File: src/rtl/clock_set_accelerated_stepper_assert.svh
// Assertion macros shared by the clock-set stepper RTL.
`ifndef CLOCK_SET_ACCELERATED_STEPPER_ASSERT_SVH
`define CLOCK_SET_ACCELERATED_STEPPER_ASSERT_SVH
`ifndef SYNTHESIS
`define CSAS_ASSERT_CLK(label, prop) \
    label: assert property (@(posedge clk) disable iff (!rst_n) prop) \
        else $error("csas assertion failed");
`define CSAS_ASSERT_ALWAYS(label, prop) \
    label: assert property (@(posedge clk) prop) \
        else $error("csas assertion failed");
`else
`define CSAS_ASSERT_CLK(label, prop)
`define CSAS_ASSERT_ALWAYS(label, prop)
`endif
`endif

File: src/rtl/csas_pkg.sv
`default_nettype none

package csas_pkg;

    localparam logic [8:0] DEGREES_FULL  = 9'd360;
    localparam logic [5:0] MINUTE_MAX    = 6'd59;
    localparam logic [4:0] HOUR_MAX      = 5'd23;
    localparam logic [4:0] HOUR_NOON     = 5'd12;
    localparam logic [4:0] HOUR_ELEVEN   = 5'd11;
    localparam logic [7:0] SPEED_MAX     = 8'hFF;

    localparam logic [7:0] SLOW_LIMIT_RST   = 8'h0A;
    localparam logic [7:0] MEDIUM_LIMIT_RST = 8'h1E;
    localparam logic [7:0] FAST_LIMIT_RST   = 8'h3C;

    localparam logic [8:0] MINUTE_HAND_RST  = 9'd0;
    localparam logic [8:0] HOUR_HAND_RST    = 9'd300;
    localparam logic [4:0] HOUR_COUNT_RST   = 5'd10;
    localparam logic [5:0] MINUTE_COUNT_RST = 6'd0;

    localparam logic [1:0] REG_SLOW_LIMIT   = 2'd0;
    localparam logic [1:0] REG_MEDIUM_LIMIT = 2'd1;
    localparam logic [1:0] REG_FAST_LIMIT   = 2'd2;

    typedef enum logic [1:0] {
        DIR_NONE = 2'd0,
        DIR_BACK = 2'd1,
        DIR_FWD  = 2'd2
    } dir_t;

    typedef struct packed {
        logic [7:0] slow;
        logic [7:0] mid;
        logic [7:0] fast;
    } limits_t;

    typedef struct packed {
        logic       kind;
        logic       confirm_pressed;
        logic       left_held;
        logic       right_held;
        logic [4:0] load_hours;
        logic [5:0] load_minutes;
    } item_t;

    typedef struct packed {
        logic [8:0] minute_hand;
        logic [8:0] hour_hand;
        logic [4:0] hour_count;
        logic [5:0] minute_count;
        logic       afternoon;
        dir_t       direction;
        logic [7:0] hold_speed;
    } clk_state_t;

    function automatic logic [2:0] mod6(input logic [8:0] x);
        logic [18:0] prod;
        logic [8:0]  quot;
        logic [8:0]  rem;
        prod = 19'(x) * 19'd171;
        quot = prod[18:10];
        rem  = x - 9'(quot * 9'd6);
        return rem[2:0];
    endfunction

    function automatic logic [8:0] minute_angle(input logic [5:0] m);
        return 9'(m) * 9'd6;
    endfunction

    function automatic logic [8:0] hour_angle(input logic [4:0] h, input logic [5:0] m);
        logic [4:0]  h12;
        logic [13:0] prod;
        logic [2:0]  tens;
        h12  = (h >= HOUR_NOON) ? h - HOUR_NOON : h;
        prod = 14'(m) * 14'd205;
        tens = prod[13:11];
        return 9'(h12) * 9'd30 + 9'(tens) * 9'd5;
    endfunction

    function automatic logic [2:0] step_size(input logic [7:0] spd, input limits_t lim);
        if (spd > lim.fast) return 3'd6;
        if (spd > lim.mid) return 3'd3;
        if (spd > lim.slow) return 3'd2;
        return 3'd1;
    endfunction

    function automatic logic [8:0] sweep(input logic [8:0] ang, input dir_t dir,
                                         input logic [7:0] spd, input limits_t lim);
        logic [8:0] d;
        logic [8:0] res;
        d   = 9'(step_size(spd, lim));
        res = ang;
        case (dir)
            DIR_BACK:
            begin
                if (ang == 9'd0) res = DEGREES_FULL - d;
                else if (ang >= d) res = ang - d;
                else res = 9'd0;
            end
            DIR_FWD:
            begin
                if (ang < DEGREES_FULL - d) res = ang + d;
                else res = 9'd0;
            end
            default:
            begin
                res = ang;
            end
        endcase
        return res;
    endfunction

endpackage

`default_nettype wire

File: src/rtl/csas_step.sv
`default_nettype none

module csas_step (
    input  wire csas_pkg::clk_state_t cur,
    input  wire csas_pkg::limits_t    lim,
    input  wire csas_pkg::item_t      item,
    output csas_pkg::clk_state_t      nxt,
    output logic                      req
);

    logic [4:0]      hc_load;
    logic [5:0]      mc_load;
    csas_pkg::dir_t  dir_new;
    logic [7:0]      spd_new;

    always_comb
    begin
        hc_load = (item.load_hours > csas_pkg::HOUR_MAX) ? csas_pkg::HOUR_MAX
                                                          : item.load_hours;
        mc_load = (item.load_minutes > csas_pkg::MINUTE_MAX) ? csas_pkg::MINUTE_MAX
                                                              : item.load_minutes;
        dir_new = item.right_held ? csas_pkg::DIR_FWD
                : (item.left_held ? csas_pkg::DIR_BACK : csas_pkg::DIR_NONE);
        spd_new = (cur.hold_speed < csas_pkg::SPEED_MAX) ? cur.hold_speed + 8'd1
                                                          : cur.hold_speed;
        nxt = cur;
        req = 1'b0;
        if (item.kind)
        begin
            nxt.hour_count   = hc_load;
            nxt.minute_count = mc_load;
            nxt.minute_hand  = csas_pkg::minute_angle(mc_load);
            nxt.hour_hand    = csas_pkg::hour_angle(hc_load, mc_load);
            nxt.afternoon    = (hc_load >= csas_pkg::HOUR_NOON);
        end
        else if (csas_pkg::mod6(cur.minute_hand) != 3'd0)
        begin
            nxt.minute_hand = csas_pkg::sweep(cur.minute_hand, cur.direction,
                                              cur.hold_speed, lim);
        end
        else
        begin
            nxt.minute_hand = csas_pkg::minute_angle(cur.minute_count);
            nxt.hour_hand   = csas_pkg::hour_angle(cur.hour_count, cur.minute_count);
            if (item.confirm_pressed)
            begin
                req = 1'b1;
            end
            else
            begin
                nxt.direction = dir_new;
                case (dir_new)
                    csas_pkg::DIR_FWD:
                    begin
                        nxt.hold_speed  = spd_new;
                        nxt.minute_hand = csas_pkg::sweep(
                            csas_pkg::minute_angle(cur.minute_count), dir_new, spd_new, lim);
                        if (cur.minute_count < csas_pkg::MINUTE_MAX)
                        begin
                            nxt.minute_count = cur.minute_count + 6'd1;
                        end
                        else
                        begin
                            nxt.minute_count = 6'd0;
                            nxt.hour_count = (cur.hour_count < csas_pkg::HOUR_MAX)
                                             ? cur.hour_count + 5'd1 : 5'd0;
                            if (nxt.hour_count == 5'd0) nxt.afternoon = 1'b0;
                            else if (nxt.hour_count == csas_pkg::HOUR_NOON)
                                nxt.afternoon = 1'b1;
                        end
                    end
                    csas_pkg::DIR_BACK:
                    begin
                        nxt.hold_speed  = spd_new;
                        nxt.minute_hand = csas_pkg::sweep(
                            csas_pkg::minute_angle(cur.minute_count), dir_new, spd_new, lim);
                        if (cur.minute_count > 6'd0)
                        begin
                            nxt.minute_count = cur.minute_count - 6'd1;
                        end
                        else
                        begin
                            nxt.minute_count = csas_pkg::MINUTE_MAX;
                            nxt.hour_count = (cur.hour_count > 5'd0)
                                             ? cur.hour_count - 5'd1 : csas_pkg::HOUR_MAX;
                            if (nxt.hour_count == csas_pkg::HOUR_ELEVEN)
                                nxt.afternoon = 1'b0;
                            else if (nxt.hour_count == csas_pkg::HOUR_MAX)
                                nxt.afternoon = 1'b1;
                        end
                    end
                    default:
                    begin
                        nxt.hold_speed = 8'd0;
                    end
                endcase
            end
        end
    end

endmodule

`default_nettype wire

File: src/rtl/clock_set_accelerated_stepper.sv
// Clock-set stepper: one item per transfer, one result per item. A frame item
// sweeps the minute hand or, at a six-degree mark, snaps the hands, raises a
// confirm request or steps the minutes in the held direction with a hold
// speed that widens the sweep step past the three APB limit registers. A load
// item sets the time. Items are taken back to back, one per cycle, while the
// result register is not stalled; an item is captured in the item register
// and its result is registered in the result register through the
// combinational step logic. Write the limit registers only while no item is
// in flight.
`default_nettype none

module clock_set_accelerated_stepper (
    input  wire        clk,
    input  wire        rst_n,
    input  wire        psel,
    input  wire        penable,
    input  wire        pwrite,
    input  wire [3:0]  paddr,
    input  wire [31:0] pwdata,
    output logic [31:0] prdata,
    output logic       pready,
    input  wire        item_valid,
    output logic       item_ready,
    input  wire        kind,
    input  wire        confirm_pressed,
    input  wire        left_held,
    input  wire        right_held,
    input  wire [4:0]  load_hours,
    input  wire [5:0]  load_minutes,
    output logic       result_valid,
    input  wire        result_ready,
    output logic [8:0] minute_angle_out,
    output logic [8:0] hour_angle_out,
    output logic [4:0] hours_out,
    output logic [5:0] minutes_out,
    output logic       is_pm,
    output logic       confirm_request
);

    csas_pkg::limits_t    limits_reg;
    csas_pkg::item_t      item_reg;
    logic                 item_valid_reg;
    csas_pkg::clk_state_t state_reg;
    csas_pkg::clk_state_t state_next;
    logic                 req_next;
    logic                 result_valid_reg;
    logic                 confirm_reg;
    logic                 advance;
    logic                 cfg_write;

    assign pready    = 1'b1;
    assign cfg_write = psel && penable && pwrite;
    assign advance   = item_valid_reg && (!result_valid_reg || result_ready);
    assign item_ready = !item_valid_reg || advance;

    always_ff @(posedge clk or negedge rst_n)
    begin
        if (!rst_n)
        begin
            limits_reg.slow <= csas_pkg::SLOW_LIMIT_RST;
            limits_reg.mid  <= csas_pkg::MEDIUM_LIMIT_RST;
            limits_reg.fast <= csas_pkg::FAST_LIMIT_RST;
        end
        else if (cfg_write)
        begin
            unique case (paddr[3:2])
                csas_pkg::REG_SLOW_LIMIT:   limits_reg.slow <= pwdata[7:0];
                csas_pkg::REG_MEDIUM_LIMIT: limits_reg.mid  <= pwdata[7:0];
                csas_pkg::REG_FAST_LIMIT:   limits_reg.fast <= pwdata[7:0];
                default:                    limits_reg      <= limits_reg;
            endcase
        end
    end

    always_comb
    begin
        unique case (paddr[3:2])
            csas_pkg::REG_SLOW_LIMIT:   prdata = {24'd0, limits_reg.slow};
            csas_pkg::REG_MEDIUM_LIMIT: prdata = {24'd0, limits_reg.mid};
            csas_pkg::REG_FAST_LIMIT:   prdata = {24'd0, limits_reg.fast};
            default:                    prdata = 32'd0;
        endcase
    end

    // hold the item while the result register is stalled
    always_ff @(posedge clk or negedge rst_n)
    begin
        if (!rst_n)
        begin
            item_valid_reg <= 1'b0;
        end
        else if (item_ready)
        begin
            item_valid_reg <= item_valid;
        end
    end

    always_ff @(posedge clk)
    begin
        if (item_valid && item_ready)
        begin
            item_reg.kind            <= kind;
            item_reg.confirm_pressed <= confirm_pressed;
            item_reg.left_held       <= left_held;
            item_reg.right_held      <= right_held;
            item_reg.load_hours      <= load_hours;
            item_reg.load_minutes    <= load_minutes;
        end
    end

    csas_step u_step (
        .cur  (state_reg),
        .lim  (limits_reg),
        .item (item_reg),
        .nxt  (state_next),
        .req  (req_next)
    );

    always_ff @(posedge clk or negedge rst_n)
    begin
        if (!rst_n)
        begin
            state_reg.minute_hand  <= csas_pkg::MINUTE_HAND_RST;
            state_reg.hour_hand    <= csas_pkg::HOUR_HAND_RST;
            state_reg.hour_count   <= csas_pkg::HOUR_COUNT_RST;
            state_reg.minute_count <= csas_pkg::MINUTE_COUNT_RST;
            state_reg.afternoon    <= 1'b0;
            state_reg.direction    <= csas_pkg::DIR_NONE;
            state_reg.hold_speed   <= 8'd0;
            result_valid_reg       <= 1'b0;
        end
        else
        begin
            if (advance)
            begin
                state_reg <= state_next;
            end
            if (advance)
            begin
                result_valid_reg <= 1'b1;
            end
            else if (result_ready)
            begin
                result_valid_reg <= 1'b0;
            end
        end
    end

    always_ff @(posedge clk)
    begin
        if (advance)
        begin
            confirm_reg <= req_next;
        end
    end

    assign result_valid     = result_valid_reg;
    assign minute_angle_out = state_reg.minute_hand;
    assign hour_angle_out   = state_reg.hour_hand;
    assign hours_out        = state_reg.hour_count;
    assign minutes_out      = state_reg.minute_count;
    assign is_pm            = state_reg.afternoon;
    assign confirm_request  = confirm_reg;

`include "clock_set_accelerated_stepper_assert.svh"

    `CSAS_ASSERT_ALWAYS(a_time_range, result_valid |-> (hours_out <= 5'd23 && minutes_out <= 6'd59))
    `CSAS_ASSERT_CLK(a_period_match, result_valid |-> (is_pm == (hours_out >= 5'd12)))
    `CSAS_ASSERT_CLK(a_confirm_snapped, (result_valid && confirm_request) |-> (minute_angle_out == 9'(minutes_out) * 9'd6))
    `CSAS_ASSERT_CLK(a_hour_angle_range, result_valid |-> (hour_angle_out < 9'd360))

endmodule

`default_nettype wire
File: config.mk
export PLATFORM = sky130hd
export DESIGN_NAME = clock_set_accelerated_stepper
export DESIGN_NICKNAME = d
export VERILOG_FILES = /design/src/rtl/csas_pkg.sv /design/src/rtl/csas_step.sv /design/src/rtl/clock_set_accelerated_stepper.sv
export VERILOG_INCLUDE_DIRS = /design/src /design/src/rtl
export SDC_FILE = /design/constraint.sdc
export NUM_CORES = 1
export LEC_CHECK = 0
export ABC_CLOCK_PERIOD_IN_PS = 10580
export BUFFER_PORTS_ARGS = -buffer_cell sky130_fd_sc_hd__buf_4
export CORE_MARGIN = 2
export CORE_UTILIZATION = 50
export DETAILED_ROUTE_END_ITERATION = 7
export GPL_ROUTABILITY_DRIVEN = 0
export PLACE_DENSITY = 0.72
export SLEW_MARGIN = 20
export SYNTH_ARGS = -nofsm -noshare
export SYNTH_HDL_FRONTEND = slang
export SYNTH_SLANG_ARGS = --single-unit
File: constraint.sdc
create_clock -name clk -period 10.58 [get_ports clk]
set_input_delay 2.116 -clock clk [delete_from_list [all_inputs] [get_ports clk]]
set_output_delay 2.116 -clock clk [all_outputs]
set_load 0.02 [all_outputs]
# After elaboration in Yosys (flattened, before gate mapping)
# Index checks and enable logic that the tools add are counted.
# classes
add_sub_neg	17
multipliers	10
n_lt_le_gt_ge	19
n_eq_ne	16
reduce_logical	26
n_bitwise	3
mux	108
# op_table
operator	count
$mux 3	25
$mux 9	8
$mux 1	55
$gt 8x8->1	6
$pmux 9 s2	2
$mux 5	7
$mux 31	1
$mux 30	1
$mul 6x8->14 const B	2
$sub 9x3->9 const A	3
$pmux 12 s2	1
$pmux 8 s3	1
$mux 22	1
$add 9x3->9	2
$add 9x6->9	2
$ge 9x3->1	2
$logic_not 9->1	2
$lt 9x9->1	2
$mux 6	3
$sub 9x3->9	2
$mul 9x8->17 const B	1
$mul 5x4->8 const B	2
$mul 6x2->8 const B	2
$mux 8	2
other kinds (40)	64
# word_totals
output_inout_bits	66
regBits	82
inputBits	58
wordCells	218

# Longest topological paths before layout
# logic_depth
depth_word	33
ltp_mapped	30
ltp_nobuf	30

# Cells and area by module
# From an unflattened synthesis, not the netlist that was laid out.
# hier_totals
cells_unflattened	1327
area_unflattened_um2	11751.3
# by_module_without_submodules
module	n_inst	area_per_inst_um2	cells_each
csas_step	1	8137.8	1081
clock_set_accelerated_stepper	1	3613.5	246

# Worst setup path after synthesis
# No wires, ideal clock.
# synth_timing
path_kind	flip-flop to flip-flop
startpoint	reg state_reg, in the netlist minute_angle_out[1]
endpoint	reg state_reg, in the netlist is_pm
path_buffers	1
stages_incl_launch_ff	22
synth_period_minus_slack_ps	5697
required_ps	10443
setup_ps	137
t_arrival_ps	5560
slack_ps	4883
path_cell_list	dfrtp_1 ha_1 inv_1 fa_1 fa_1 inv_1 fa_1 ha_1 a21o_1 a21oi_1 o21ai_0 xor2_1 ha_1 xnor2_1 xnor3_1 xnor2_1 or3_4 a21oi_4 nand2_1 buf_2 o41ai_1 a21oi_1
# synth_between
elab_chain_len	6
# synth_rtl
element	line_no	source
start, declared	clock_set_accelerated_stepper.sv:43	csas_pkg::clk_state_t state_reg;
start signal, assigned	clock_set_accelerated_stepper.sv:136	state_reg <= state_next;
$mul 9x8->17	csas_pkg.sv:60	prod = 19'(x) * 19'd171;
$mul 7x2->2	csas_pkg.sv:62	rem = x - 9'(quot * 9'd6);
$sub 3x3->3 *	csas_pkg.sv:62	
$reduce_bool 3->1 *	csas_step.sv:36	else if (csas_pkg::mod6(cur.minute_hand) != 3'd0)
$ne 2x2->1 (no source line) *	--	
$reduce_and 8->1 (no source line) *	--	
# Mark *: on every way between the ends. The rest lies on a longest branch, timed or not.
# A chain may end at the register's enable or synchronous reset.

# Worst setup path after layout
# Ends and elaborated chain as after synthesis.

==> flow_summary.ini <==
[outcome]
outcome = completed

[worst_setup_path]
worstSetupEndpoint = is_pm
startpoint = minute_angle_out[1]
path_max_fanout = 16
rrSetupSlack_ns = 3.53
worstReg2RegEnd = is_pm
crit_type = flop to flop
worstPathArrival_ns = 7.27
startpoint_type = flop
end_kind = flop
crit_required_ns = 10.79
r2r_start = minute_angle_out[1]
reg2regPathDepth = 21

[yosys]
yosysSeqAreaShare_pct = 19.1
ys_warn_count = 0
syn_inst = 1292
syn_area_um2 = 11200
yosys.cell_types.count = 91
synth_ff_type = dfrtp_1
synth-async-reset-ratio_pct = 80.5
synth-seq-cells = 82
synth_edf_count = 16
synth_area_per_cell_um2 = 8.70

[global_route]
antenna_found_initial = 0
grt_first_pass_wirelength_um = 46100
grtUsageTotal_pct = 23.7
first_global_vias = 9343
overflow = 0
grt_max_degree = 67

[clock_tree]
cts_tree = built
cts_resized = 0
cts_sinks = 82
clock_path_buffers = 2
cts_root_buffer = clkbuf_16
postCtsSetupBuffers = 0
cts_buffers = 9
clk_pin_slew_ns = 0.07
ctsHoldBuffers = 0
cts_max_level = 3
clk-insertion-delay-late_ns = 0.35

[sta]
worstMarginPinSlew_ns = 0.921
relSlewSlack_pct = 38.2
report.final.slew_viol_count = 0
setup_slack_ns = 3.53
rsz0062_at_grt = false
whs_ns = 0.513
setup_tns_ns = 0
clock_skew_ns = 0.00726
fin_crit_sh_pct = 66.7
finalHoldViolCount = 0
setup_viol = 0
fmax_ghz = 0.142
post-route-min-period_ns = 7.05

[drt]
drt_wl_total_um = 27800
avgViaCountPerCell = 5.83
wl_per_cell_um = 17.4
via_count = 9323
drtIter0Drc = 604
dr.pass1.iters = 5
drc = 0
drtAntennaViolNets = 0

[flow_run]
drv_cap = 0

[placement]
dp_hpwl_um = 21700
dpl_cell_area_um2 = 11700
port_buffers = 72
pre_cts_ws_ns = 3.55

[cells_and_area]
final_common_cell = ha_1
fin_nets = 1609
multi_input_area_um2 = 7980
n_fill_cell = 2032
drive_gt1_share_pct = 11.9
final_cell_mix = 189 x ha_1, 170 x inv_1, 84 x nand2_1
antenna_cells = 0
finish.instance_area_um2 = 12000
syn_to_final_growth_pct = 6.86
largest_reg_flops = 24
regArea_um2 = 2150

[floorplanning]
die_x_um = 154
ios = 124
chipHeight_um = 154
design.die.area_um2 = 23700
fp-row-count = 54
initial_core_util_pct = 51.2
core_area_um2 = 22000

[worst_hold_path]
min_path_type = flop to flop
## cell families after synthesis
| group | synth area share [%] |
|---|---|
| AO/OA/AOI/OAI | 20.3 |
| other | 0.0668 |
| flip-flops | 19.1 |
| multiplexers | 2.47 |
| adder cells (fa/ha/maj) | 29.8 |
| XOR/XNOR | 5.01 |
| buffers and inverters | 10.7 |
| AND/OR/NAND/NOR | 12.5 |
## area by class of cell
| cell class | instances | share of cell area [%] |
|---|---|---|
| sequential | 82 | 17.9 |
| tap | 280 | 2.92 |
| clock inverter | 5 | 0.354 |
| multi-input combinational | 970 | 66.4 |
| clock buffer | 11 | 2.20 |
| inverter | 173 | 5.41 |
| timing repair buffer | 77 | 4.81 |
## cells in the mapped netlist, types with 19 or more instances
| cell type | count | area [um2] |
|---|---|---|
| a21oi_1 | 80 | 400 |
| nor2_1 | 55 | 206 |
| o22ai_1 | 26 | 163 |
| inv_1 | 170 | 638 |
| clkbuf_1 | 26 | 97.6 |
| fa_1 | 49 | 981 |
| o21ai_0 | 63 | 315 |
| nand2b_1 | 19 | 119 |
| ha_1 | 189 | 2360 |
| nand3_1 | 35 | 175 |
| buf_4 | 55 | 413 |
| nand2_1 | 84 | 315 |
| dfrtp_1 | 50 | 1250 |
| xnor2_1 | 42 | 368 |
| a21o_1 | 22 | 165 |
## how the worst min path moves through the flow
stage,start,endpoint,slack (ns),cells past startpoint
5_1_grt,item_valid_reg,result_valid,0.54,1
3_5_place_dp,item_valid_reg,result_valid,0.49,1
6_report,item_valid_reg,result_valid,0.51,1
3_3_place_gp,item_valid_reg,result_valid,0.48,1
2_1_floorplan,item_valid_reg,result_valid,0.46,1
4_1_cts,item_valid_reg,result_valid,0.51,1
## through the flow
step	utilization, %	std cells
finish	54.7	1598
global placement	53.3	1582
CTS	54.7	1598
global route	54.7	1598
floorplan	-	1315
detailed placement	53.3	1582
## critical path, cell delays in order, from the launching register on
cell and delay, ns:
dfrtp_1 0.56, ha_1 0.42, inv_1 0.07, fa_1 0.48, fa_1 0.54, inv_1 0.05
fa_1 0.47, ha_1 0.32, a21o_1 0.18, a21oi_1 0.22, o21ai_0 0.16, xor2_1 0.17
ha_1 0.20, xnor2_1 0.15, xnor3_1 0.42, xnor2_1 0.18, or3_4 0.41, a21oi_4 0.48
nand2_1 0.40, o21ai_1 0.70, mux2i_1 0.27, a21oi_1 0.06
## metal layers
metal  share of wire [%]  track usage (%)  wire length (um)
met1                  43             29.9             12000
met3                 4.7             2.90              1310
met4                 1.7             5.30               462
met5                   0                0                 0
met2                  51             43.4             14100
Power is not shown: default switching activity piles up to over one toggle a cycle in this logic, so the estimate is an artifact.
